[config.mk]
export PLATFORM = sky130hd
export DESIGN_NAME = svdg_queue
export DESIGN_NICKNAME = d
export VERILOG_FILES = /design/src/hw/rtl/svdg_pkg.sv /design/src/hw/rtl/svdg_queue.sv
export SDC_FILE = /design/constraint.sdc
export NUM_CORES = 1
export LEC_CHECK = 0
export BUFFER_PORTS_ARGS = -buffer_cell sky130_fd_sc_hd__buf_2
export CAP_MARGIN = 20
export CORE_MARGIN = 3
export CORE_UTILIZATION = 35
export DETAILED_ROUTE_END_ITERATION = 8
export GPL_ROUTABILITY_DRIVEN = 0
export SKIP_CTS_REPAIR_TIMING = 1
export SLEW_MARGIN = 40
export SYNTH_ARGS = -nofsm -noshare
export SYNTH_HDL_FRONTEND = slang
export SYNTH_SLANG_ARGS = --single-unit
export TNS_END_PERCENT = 100
[constraint.sdc]
create_clock -name clk_i -period 2.7 [get_ports clk_i]
set_input_delay 0.27 -clock clk_i [delete_from_list [all_inputs] [get_ports clk_i]]
set_output_delay 0.27 -clock clk_i [all_outputs]
set_load 0.1 [all_outputs]
[src/hw/rtl/svdg_pkg.sv]
// Shared types and constants for the space-vector PWM duty generator.
// No dependencies; every other file of the block imports this package.
`timescale 1ns / 1ps
package svdg_pkg;

  // Configuration register indexes
  localparam logic [7:0] CFG_SUPPLY = 8'd0;
  localparam logic [7:0] CFG_PERIOD = 8'd1;

  localparam logic [15:0] SUPPLY_RESET = 16'd12000;
  localparam logic [15:0] PERIOD_RESET = 16'd1000;

  // Queue between front and back
  localparam int unsigned QUEUE_DEPTH = 4;
  localparam int unsigned QUEUE_AW    = 2;

  // Fixed-point constants (unsigned Q1.30 unless noted; the magnitude limits are integers)
  localparam logic [30:0] Q30_ONE      = 31'h4000_0000;
  localparam logic [30:0] PI_3_Q30     = 31'd1124419809;
  localparam logic [30:0] SQRT3_Q30    = 31'd1859775393;
  localparam logic [14:0] MAG_LIMIT    = 15'd18907;
  localparam logic [14:0] MAG_LIMIT_P1 = 15'd18908;

  // Exact reciprocals for 31-bit dividends: floor(x/d) = (x*M) >> (31+l)
  localparam logic [31:0] RECIP_42 = 32'(((64'd1 << 37) + 64'd41) / 64'd42);
  localparam logic [31:0] RECIP_20 = 32'(((64'd1 << 36) + 64'd19) / 64'd20);
  localparam logic [31:0] RECIP_6  = 32'(((64'd1 << 34) + 64'd5) / 64'd6);

  localparam int unsigned SQRT_STAGES = 31;
  localparam int unsigned DIV_STAGES  = 15;
  localparam int unsigned SIN_STAGES  = 10;

  typedef struct packed {
    logic [31:0] sq;      // ud^2 + uq^2
    logic [15:0] pos;     // position inside the sector, 65536 = 60 degrees
    logic [2:0]  sector;  // 1..6
  } item_t;

  typedef struct packed {
    logic [15:0] pos;
    logic [2:0]  sector;
  } side_t;

  typedef struct packed {
    logic        full;
    logic        empty;
    logic [2:0]  count;
  } q_stat_t;

endpackage

[src/hw/rtl/svdg_queue.sv]
// Short queue decoupling the front from the back pipeline.
// Depends on svdg_pkg for the item type and depth.
`timescale 1ns / 1ps
module svdg_queue (
  input  logic                 clk_i,
  input  logic                 rst_ni,
  input  logic                 push_i,
  input  svdg_pkg::item_t      item_i,
  input  logic                 pop_i,
  output svdg_pkg::item_t      item_o,
  output svdg_pkg::q_stat_t    stat_o
);
  import svdg_pkg::*;

  item_t               mem_q [QUEUE_DEPTH];
  logic [QUEUE_AW-1:0] wr_q, wr_d, rd_q, rd_d;
  logic [QUEUE_AW:0]   cnt_q, cnt_d;
  logic                do_push, do_pop;

  assign stat_o.count = 3'(cnt_q);
  assign stat_o.full  = (cnt_q == (QUEUE_AW+1)'(QUEUE_DEPTH));
  assign stat_o.empty = (cnt_q == '0);
  assign do_push      = push_i && !stat_o.full;
  assign do_pop       = pop_i && !stat_o.empty;
  assign item_o       = mem_q[rd_q];

  always_comb begin
    wr_d  = do_push ? wr_q + 1'b1 : wr_q;
    rd_d  = do_pop ? rd_q + 1'b1 : rd_q;
    cnt_d = cnt_q;
    if (do_push && !do_pop) begin
      cnt_d = cnt_q + 1'b1;
    end else if (!do_push && do_pop) begin
      cnt_d = cnt_q - 1'b1;
    end
  end

  always_ff @(posedge clk_i or negedge rst_ni) begin
    if (!rst_ni) begin
      wr_q  <= '0;
      rd_q  <= '0;
      cnt_q <= '0;
    end else begin
      wr_q  <= wr_d;
      rd_q  <= rd_d;
      cnt_q <= cnt_d;
    end
  end

  always_ff @(posedge clk_i) begin
    if (do_push) begin
      mem_q[wr_q] <= item_i;
    end
  end

endmodule

# ---- Word level (Yosys, flattened, before mapping)
# Memory sizes are Yosys's and may differ from the RTL's.
# Cells that the tools add are included.
dict set report classes {
  eq_ne 1
  muxes 4
  add_sub_neg 4
  reduce_logical 10
}
# operator n
set op_table {}
lappend op_table {{2-to-1 mux 3 bit} 2}
lappend op_table {{adder 2 x 1 -> 2 bit, second input constant} 2}
lappend op_table {{logical AND 1 bit} 4}
lappend op_table {{logical NOT 1 bit} 4}
lappend op_table {{adder 3 x 1 -> 3 bit, second input constant} 1}
lappend op_table {{equality test 3 bit, second input constant} 1}
lappend op_table {{logical NOT 3 bit} 1}
lappend op_table {{subtractor 3 x 1 -> 3 bit, second input constant} 1}
lappend op_table {{2-to-1 mux 1 bit} 2}
lappend op_table {{nonzero test 2 bit} 1}
dict set report totals {
  elab_cells 23
  register_bits 7
  ram_bits 204
  mem_count 1
  inputBits 55
  out_inout_bits 56
}
# memory words width read_ports rd_ports_with_merged_regs write_ports line
set memory_table {}
lappend memory_table {mem_q 4 51 1 0 1 svdg_queue.sv:15} ;# item_t mem_q [QUEUE_DEPTH];

# ---- Longest topological paths before layout
dict set report depth {
  word_depth 7
  ltp_mapped 9
  depth_no_buf 8
}

# ---- Worst setup path before layout
# Ideal clock, no wire load.
dict set report synth_timing {
  path_type {reg-to-reg}
  startpoint {register cnt_q[2]}
  endpoint {memory mem_q[0][0] (netlist bit) (enable)}
  setup_time_ps 489
  path_buffers 1
  slack_ps -1128
  required_ps 2211
  synth_period_minus_slack_ps 3828
  arrival_time_ps 3339
  path_stages_with_launch 5
  cell_sequence {dfrtp_1 > nor3b_2 > nor2b_1 > buf_6 > and2_1}
}
# element line
set synth_lines {}
lappend synth_lines {{start, declared} svdg_queue.sv:17} ;# logic [QUEUE_AW:0] cnt_q, cnt_d;
lappend synth_lines {{start signal, assigned} svdg_queue.sv:46} ;# cnt_q <= cnt_d;
lappend synth_lines {{end, declared} svdg_queue.sv:15}

==> results.cfg <==
[status]
outcome = finished clean

[routing]
first_iter_violations = 188
wire_per_inst_um = 19.2
ant_nets = 0
wirelength_um = 14700
vias_per_cell = 4.67
drc = 0
vias = 3581
drtPass1Iterations = 4

[setup_path]
reg2reg_to = cnt_q[2]
r2r_cells = 8
end_kind = output pin
critPathKind = reg -> out
cp-start-kind = flip-flop
worst-path-max-fanout = 20
r2r_setup_slack_ns = 0.43
cp.arrival_ns = 2.23
worstPathRequired_ns = 2.43
regToRegStartpoint = cnt_q[0]

[timing]
min_period_over_period_pct = 92.5
timing.fmax_ghz = 0.401
fin_worst_skew_ns = 0.0128
hold_viol = 0
slew_viol_final = 0
tns_ns = 0
tightest_slew_ns = 0.523
setup_viol = 0
setup_ws_ns = 0.203
relSlewSlack_pct = 65.3
post-route-min-period_ns = 2.50
grt_setup_unrepaired = false

[grt]
antenna_found_initial = 1
grt_max_degree = 34
grt_pass1_wl_um = 22500
grt.overflow.total = 0
grt_pass1_vias = 3810
grt_util_all_layers_pct = 12.2

[die]
coreArea_sq_um = 22000
initial_core_util_pct = 35.8
dieArea_sq_um = 24300
die_w_um = 156
ioPinCount = 111
die_height_um = 156
core.rowCount = 54

[yosys]
synth_area_leaders = edfxtp_1 (78%), mux4_2 (14%), dfrtp_1 (2.2%), buf_12 (1.3%), mux4_1 (1.0%)
yosysMostFrequentCell = edfxtp_1
yosysTopAreaCellShare_pct = 78.0
synth-edff-count = 204
synth_commonest_cells = edfxtp_1 (204), mux4_2 (48), dfrtp_1 (7)
netlist_area_sq_um = 7850
synth_area_leader_cell = edfxtp_1
synth_flop_cell = edfxtp_1
synth-seq-cells = 211
postSynthNetCount = 364
ys_warn_count = 0
synth_cells = 303
synthArstFlopShare_pct = 3.32
ys_seq_area_share_pct = 80.3
yosysUniqueCellTypes = 22
synth_area_per_cell_sq_um = 25.9

[placement]
dp_hpwl_um = 9290
io_buffers = 110
dp_slack_ns = 0.422

[clock_tree]
cts.sinks = 211
path_clk_slew_ns = 0.06
cts.htree.levels = 1
insertion_delay_ns = 0.49
cts_tree = built
cts.path.max_buffers = 3
cts_buffers = 22
root_buffer = clkbuf_16

[job]
cap_violations = 0

[finish]
fill_cells = 1852
nets = 530
multi_input_area_sq_um = 1410
areaGrowthSynthToFinish_pct = 26.8
seq_area_sq_um = 6320
postLayoutCoreUtil_pct = 45.3
drive_gt1_share_pct = 44.9

[min_path]
hp-class = in -> reg
min_to = mem_q[2][37]
min_path_cells = 1
holdCritStartpoint = item_i[37]
[cell type report]
class                           instances  area share [%]
Tap cell                              280            3.52
Sequential cell                       211            63.4
Inverter                                4           0.151
Antenna cell                            1          0.0251
Multi-Input combinational cell         75            14.2
Timing Repair Buffer                  155            10.9
Clock buffer                           28            5.97
Clock inverter                         12            1.86
[per-layer routing]
metal,vias up,track usage (%),wire [um]
met1,1832,16.1,6370
li1,1619,-,-
met5,-,0,0
met2,111,19.7,7140
met3,19,4.19,983
met4,0,2.86,201
[cell families after synthesis]
family | after synthesis | synth area share, %
flip-flops | 211 | 80.3
XOR/XNOR | 6 | 0.669
multiplexers | 53 | 15.1
buffers and inverters | 17 | 2.12
adder cells (fa/ha/maj) | 6 | 1.05
AND/OR/NAND/NOR | 10 | 0.797
[flip-flops by register name, indices dropped and copies added, names as in the netlist]
| register | flops |
|---|---|
| cnt_q | 3 |
| mem_q | 204 |
| rd_q | 2 |
| wr_q | 2 |
[cell usage in the layout (no fill, tap or decap), types with 2 or more instances in the layout]
| cell | count |
|---|---|
| clkbuf_1 | 5 |
| buf_2 | 110 |
| buf_12 | 9 |
| edfxtp_1 | 204 |
| dfrtp_4 | 4 |
| bufinv_16 | 5 |
| clkinv_2 | 4 |
| inv_1 | 3 |
| mux4_2 | 48 |
| ha_1 | 4 |
| buf_4 | 4 |
| xnor2_1 | 4 |
| dlygate4sd3_1 | 32 |
| clkbuf_16 | 23 |
| clkinv_1 | 2 |
| mux2_4 | 2 |
| dfrtp_1 | 2 |
| mux4_1 | 3 |
| xor2_1 | 2 |
| and2_2 | 4 |
[critical path, cell delays in order, from the launching register on]
cell and delay (ns):
dfrtp_4 0.42, buf_4 0.36, mux4_1 0.63, buf_2 0.32
[worst max-delay path by stage]
stage,startpoint,to
floorplan,cnt_q[1],cnt_q[1]
global placement,cnt_q[0],cnt_q[2]
detailed placement,cnt_q[0],cnt_q[2]
CTS,rd_q[0],item_o[44]
global route,rd_q[0],item_o[44]
finish,rd_q[0],item_o[44]
[metrics by stage]
stage	instance area [sq um]	hold WS (ns)	instances
2_1_floorplan	7890	-0.0256	303
3_3_place_gp	8850	0.114	693
3_5_place_dp	8850	0.121	693
4_1_cts	9630	-0.408	733
5_1_grt	9950	0.000108	765
6_report	9960	0.00905	766
Power is left out: the tool's default activity adds up to more than one toggle a clock period on the data nets, which glitch-free logic cannot reach.
