[src/hw/rtl/svdg_pkg.sv]
// Shared types and constants for the space-vector PWM duty generator.
// No dependencies; every other file of the block imports this package.
`timescale 1ns / 1ps
package svdg_pkg;

  // Configuration register indexes
  localparam logic [7:0] CFG_SUPPLY = 8'd0;
  localparam logic [7:0] CFG_PERIOD = 8'd1;

  localparam logic [15:0] SUPPLY_RESET = 16'd12000;
  localparam logic [15:0] PERIOD_RESET = 16'd1000;

  // Queue between front and back
  localparam int unsigned QUEUE_DEPTH = 4;
  localparam int unsigned QUEUE_AW    = 2;

  // Fixed-point constants (unsigned Q1.30 unless noted; the magnitude limits are integers)
  localparam logic [30:0] Q30_ONE      = 31'h4000_0000;
  localparam logic [30:0] PI_3_Q30     = 31'd1124419809;
  localparam logic [30:0] SQRT3_Q30    = 31'd1859775393;
  localparam logic [14:0] MAG_LIMIT    = 15'd18907;
  localparam logic [14:0] MAG_LIMIT_P1 = 15'd18908;

  // Exact reciprocals for 31-bit dividends: floor(x/d) = (x*M) >> (31+l)
  localparam logic [31:0] RECIP_42 = 32'(((64'd1 << 37) + 64'd41) / 64'd42);
  localparam logic [31:0] RECIP_20 = 32'(((64'd1 << 36) + 64'd19) / 64'd20);
  localparam logic [31:0] RECIP_6  = 32'(((64'd1 << 34) + 64'd5) / 64'd6);

  localparam int unsigned SQRT_STAGES = 31;
  localparam int unsigned DIV_STAGES  = 15;
  localparam int unsigned SIN_STAGES  = 10;

  typedef struct packed {
    logic [31:0] sq;      // ud^2 + uq^2
    logic [15:0] pos;     // position inside the sector, 65536 = 60 degrees
    logic [2:0]  sector;  // 1..6
  } item_t;

  typedef struct packed {
    logic [15:0] pos;
    logic [2:0]  sector;
  } side_t;

  typedef struct packed {
    logic        full;
    logic        empty;
    logic [2:0]  count;
  } q_stat_t;

endpackage

[src/hw/rtl/svdg_front.sv]
// Front part: accepts input items, shifts the angle, finds sector and position,
// and forms the squared vector length. Depends on svdg_pkg.
`timescale 1ns / 1ps
module svdg_front (
  input  logic                 clk_i,
  input  logic                 rst_ni,
  input  logic                 s_axis_tvalid_i,
  output logic                 s_axis_tready_o,
  input  logic [47:0]          s_axis_tdata_i,  // uq[15:0], ud[31:16], angle[47:32]
  input  logic                 q_full_i,
  output logic                 push_o,
  output svdg_pkg::item_t      item_o
);
  import svdg_pkg::*;

  logic              valid_q, valid_d;
  item_t             item_q, item_d;
  logic signed [15:0] uq, ud;
  logic [15:0]       ang_sh;
  logic [18:0]       scaled;
  logic [16:0]       auq, aud;
  logic [33:0]       sq_uq, sq_ud;

  assign uq = s_axis_tdata_i[15:0];
  assign ud = s_axis_tdata_i[31:16];

  always_comb begin
    // +90 degrees for positive uq, -90 degrees otherwise
    if (uq > 16'sd0) begin
      ang_sh = s_axis_tdata_i[47:32] + 16'd16384;
    end else begin
      ang_sh = s_axis_tdata_i[47:32] - 16'd16384;
    end
    scaled = 19'(ang_sh) * 19'd6;
    auq    = uq[15] ? 17'(-{uq[15], uq}) : {1'b0, uq};
    aud    = ud[15] ? 17'(-{ud[15], ud}) : {1'b0, ud};
    sq_uq  = auq * auq;
    sq_ud  = aud * aud;
    item_d.sq     = 32'(sq_uq + sq_ud);
    item_d.pos    = scaled[15:0];
    item_d.sector = scaled[18:16] + 3'd1;
  end

  assign s_axis_tready_o = !valid_q || !q_full_i;
  assign push_o          = valid_q && !q_full_i;
  assign valid_d         = s_axis_tready_o ? s_axis_tvalid_i : valid_q;
  assign item_o          = item_q;

  always_ff @(posedge clk_i or negedge rst_ni) begin
    if (!rst_ni) begin
      valid_q <= 1'b0;
    end else begin
      valid_q <= valid_d;
    end
  end

  always_ff @(posedge clk_i) begin
    if (s_axis_tready_o && s_axis_tvalid_i) begin
      item_q <= item_d;
    end
  end

endmodule

[config.mk]
export PLATFORM = sky130hd
export DESIGN_NAME = svdg_front
export DESIGN_NICKNAME = d
export VERILOG_FILES = /design/src/hw/rtl/svdg_pkg.sv /design/src/hw/rtl/svdg_front.sv
export SDC_FILE = /design/constraint.sdc
export NUM_CORES = 1
export LEC_CHECK = 0
export BUFFER_PORTS_ARGS = -buffer_cell sky130_fd_sc_hd__buf_4
export CORE_ASPECT_RATIO = 0.7
export CORE_MARGIN = 2
export CORE_UTILIZATION = 35
export DETAILED_ROUTE_END_ITERATION = 7
export GPL_ROUTABILITY_DRIVEN = 0
export SLEW_MARGIN = 30
export SYNTH_ARGS = -nofsm -noshare
export SYNTH_HDL_FRONTEND = slang
export SYNTH_SLANG_ARGS = --single-unit
[constraint.sdc]
create_clock -name clk_i -period 6.5 [get_ports clk_i]
set_clock_uncertainty 0.2 [all_clocks]
set_input_delay 0.65 -clock clk_i [delete_from_list [all_inputs] [get_ports clk_i]]
set_output_delay 0.65 -clock clk_i [all_outputs]
set_load 0.01 [all_outputs]
# Yosys cells after proc, flatten, opt, wreduce, memory -nomap -nowiden
# Index checks and enable logic that the tools add are counted.
# word_totals
elab_cells	22
regBits	51
# classes
n_mux	3
n_mul	3
n_lt_le_gt_ge	1
n_reduce_logical	5
n_addsub	6
# op_table
op	n
17-bit by 17-bit multiplier with 32-bit output	2
17-bit two-way mux	2
17-bit negation	2
32-bit adder	1
16-bit by 2-bit multiplier with 18-bit output (second input constant)	1
16-bit by 15-bit adder with 16-bit output (second input constant)	1
16-bit by 1-bit greater-than comparator with 1-bit output (second input constant)	1
16-bit two-way mux	1
16-bit by 15-bit subtractor with 16-bit output (second input constant)	1
3-bit by 1-bit adder with 3-bit output (second input constant)	1
1-bit logical AND	2
1-bit zero test	2
1-bit logical OR	1

# Longest topological paths before layout
# depth
depth_word	4
ltp_mapped	34
mapped_depth_nobuf	32

# Worst setup path after synthesis
# Ideal clock, no wire load.
# synth_path
kind	input to register
startpoint	input s_axis_tdata_i[0]
endpoint	register item_q, in the netlist item_o[48] (data pin)
path_slack_ns	-3.066
t_arrival_ns	9.231
n_path_buf	1
setup_time_ns	0.135
path_stages	31
path_cell_list	clkbuf_1 > clkinv_1 > ha_1 > or3b_2 > or3_1 > o31a_1 > xor2_1 > clkinv_1 > nor2_1 > inv_1 > fa_1 > inv_1 > fa_1 > inv_1 > fa_1 > inv_1 > fa_1 > fa_1 > fa_1 > fa_1 > inv_1 > fa_1 > inv_1 > ha_1 > a21oi_1 > o21ai_0 > or4b_2 > a31oi_1 > o31ai_1 > a2111o_1 > nand3_1
# synth_rtl
item	line_no	source
start, declared	svdg_front.sv:9	input logic [47:0] s_axis_tdata_i,
end signal, assigned	svdg_front.sv:59	item_q <= item_d;
end, declared	svdg_front.sv:17	item_t item_q, item_d;

==> impl_metrics.env <==
export IMPL_status="complete, but fails checks"
export IMPL_violations="setup timing"
export IMPL_drive_gt1_share_pct=28.6
export IMPL_synth_most_common_cell="inv_1"
export IMPL_relSlewSlack_pct=54.3
export IMPL_cts_buffer_depth=2
export IMPL_grt_pass1_wl_um=80300
export IMPL_worstSetupPathType="in2reg"
export IMPL_fin_crit_sh_pct=130
export IMPL_overflow=0
export IMPL_synth_top_cell_by_area="fa_1"
export IMPL_async_flop_share_pct=1.96
export IMPL_hp_class="reg2reg"
export IMPL_worstPathMaxFanout=4
export IMPL_crit_slowest_cell="or4_4"
export IMPL_wl_per_cell_um=15.1
export IMPL_hold_viol=0
export IMPL_start_util_pct=35.6
export IMPL_remaining_drc_errors=0
export IMPL_critPathRequiredTime_ns=6.47
export IMPL_synth_edff_count=50
export IMPL_cp_data_arrival_time_ns=8.43
export IMPL_htreeDepth=2
export IMPL_crit_path_start_kind="primary input"
export IMPL_ys_ff_latch=51
export IMPL_final_core_util_pct=47.5
export IMPL_worst_pin_slew_ns=0.686
export IMPL_pre_cts_slack_ns=-2.62
export IMPL_io_buffers=103
export IMPL_ys_seq_area_share_pct=8.20
export IMPL_dpl_hpwl_um=42900
export IMPL_finalSetupViolCount=26
export IMPL_synthDistinctLibCells=60
export IMPL_synth_cell_area_um2=18600
export IMPL_synth_common_cells="633 x inv_1, 442 x fa_1, 196 x ha_1"
export IMPL_numCtsBuffers=5
export IMPL_vias_per_cell=4.54
export IMPL_drt_pre_antenna_iters=5
export IMPL_finalWorstSetupSlack_ns=-1.96
export IMPL_synth_area_mux_share_pct=0.114
export IMPL_synth_area_top_cells="fa_1 48%, ha_1 13%, inv_1 13%"
export IMPL_rsz0062_at_grt="yes"
export IMPL_totalWireLength_um=48000
export IMPL_synth_xor_area_share_pct=3.86
export IMPL_synth_compound_area_share_pct=5.26
export IMPL_rows=70
export IMPL_vias=14423
export IMPL_fillers=4883
export IMPL_ant_nets=0
export IMPL_fin_crit_ns=8.46
export IMPL_root_buffer="clkbuf_16"
export IMPL_drt_iter0_markers=803
export IMPL_postSynthAreaPerCell_um2=9.56
export IMPL_fmax_ghz=0.118
export IMPL_cts_tree="done"
export IMPL_placed_cell_area_um2=23400
export IMPL_synth_top_area_share_pct=47.5
export IMPL_diodes=0
export IMPL_cts_sinks=51
export IMPL_clkTransAtPathRegs_ns=0.07
export IMPL_crit_buf_inv=7
export IMPL_synth_simple_gate_area_share_pct=8.24
export IMPL_syn_instance_count=1949
export IMPL_stdcell_area_um2=24900
export IMPL_dieArea_um2=55100
export IMPL_die_x_um=280
export IMPL_synth_top_family_by_area="adder cells"
export IMPL_drv_slew=0
export IMPL_track_usage_pct=18.4
export IMPL_ios=105
export IMPL_drv_cap=0
export IMPL_slowest_delay_ns=0.55
export IMPL_worstSetupEndpointType="register"
export IMPL_core_region_area_um2=52400
export IMPL_area_growth_synth_to_final_pct=33.7
export IMPL_tns_ns=-38.87
export IMPL_grt_max_degree=51
export IMPL_ys_flop_type="edfxtp_1"
export IMPL_num_nets_final=3185
export IMPL_yosys_warnings=0
export IMPL_clock_latency_ns=0.30
export IMPL_synthAdderAreaFrac_pct=60.7
export IMPL_grt_pass1_vias=15951
export IMPL_cp_common_cell="fa_1"
export IMPL_dieHeight_um=197
export IMPL_antenna_found_initial=0
export IMPL_critPathTopFamily="adder cells"
-- logic make-up (layout without fill, tap and decap cells) --
kind of cell,count (synthesis),in the layout
other,2,77
AND/OR/NAND/NOR,353,353
multiplexers,2,2
flip-flops,51,51
adder cells (fa/ha/maj),638,638
AO/OA/AOI/OAI,152,152
buffers and inverters,671,1143
XOR/XNOR,80,80
-- flip-flops by register name, indices dropped and copies added, names as in the netlist --
signal,count
item_o,50
valid_q,1
-- routing by layer --
metal | part of all wire [%] | up-vias | GRT usage (%)
met5 | 0 | - | 0
met2 | 49 | 274 | 31.2
li1 | - | 6747 | -
met1 | 45 | 7374 | 25.9
met3 | 5.4 | 28 | 2.71
met4 | 0.81 | 0 | 1.66
-- layout by cell type, fill, tap and decap left out, types with 10 or more instances in the layout --
master,count
fa_2,15
o21ai_2,10
buf_4,454
nand2_1,148
inv_1,595
buf_6,29
nor2_2,10
a21o_1,11
xnor2_1,39
nand2_2,12
nor2_1,100
inv_2,35
nand2b_1,10
conb_1,77
a21oi_1,25
ha_1,169
fa_1,427
ha_4,26
edfxtp_1,50
xor2_1,22
o21ai_0,16
-- tightest hold or removal path: stages, from the launching register on --
cell	delay [ns]
dfrtp_1	0.35
nand2_1	0.08
nand2b_1	0.07
-- through the flow --
step           hold slack, ns  std cells
6_report                0.331       3180
2_1_floorplan           0.154       2024
5_1_grt                 0.326       3180
3_5_place_dp            0.226       3126
3_3_place_gp            0.225       3126
4_1_cts                 0.334       3160
-- what timing repair did --
action	CTS	global route
cloned	0	0
gates resized for setup	103	128
pin swaps	46	60
setup endpoints to repair	27	27
hold endpoints to repair	1	0
hold buffers	1	0
setup buffers	25	20
-- final cells by class --
class	count	area [um^2]	share of cell area, %
clock inverters	2	16.3	0.0653
multi-input cells	1302	16000	64.4
inverters	644	2460	9.89
flip-flops and latches	51	1530	6.13
clock buffers	6	129	0.518
repair buffers	491	3880	15.6
well taps	684	856	3.44
-- worst paths after layout --
check                                        from          to  slack [ns]  depth (start not counted)
worst max register to register            valid_q  item_o[33]        4.73                          3
worst max-delay path            s_axis_tdata_i[4]  item_o[48]       -1.96                         28
max in group asynchronous                  rst_ni     valid_q        5.56                          2
worst min register to register            valid_q     valid_q        0.33                          2
min in group asynchronous                  rst_ni     valid_q        0.46                          2
worst min-delay path                      valid_q     valid_q        0.33                          2
Power is left out: the tool's default activity adds up to more than one toggle a clock period on the data nets, which glitch-free logic cannot reach.
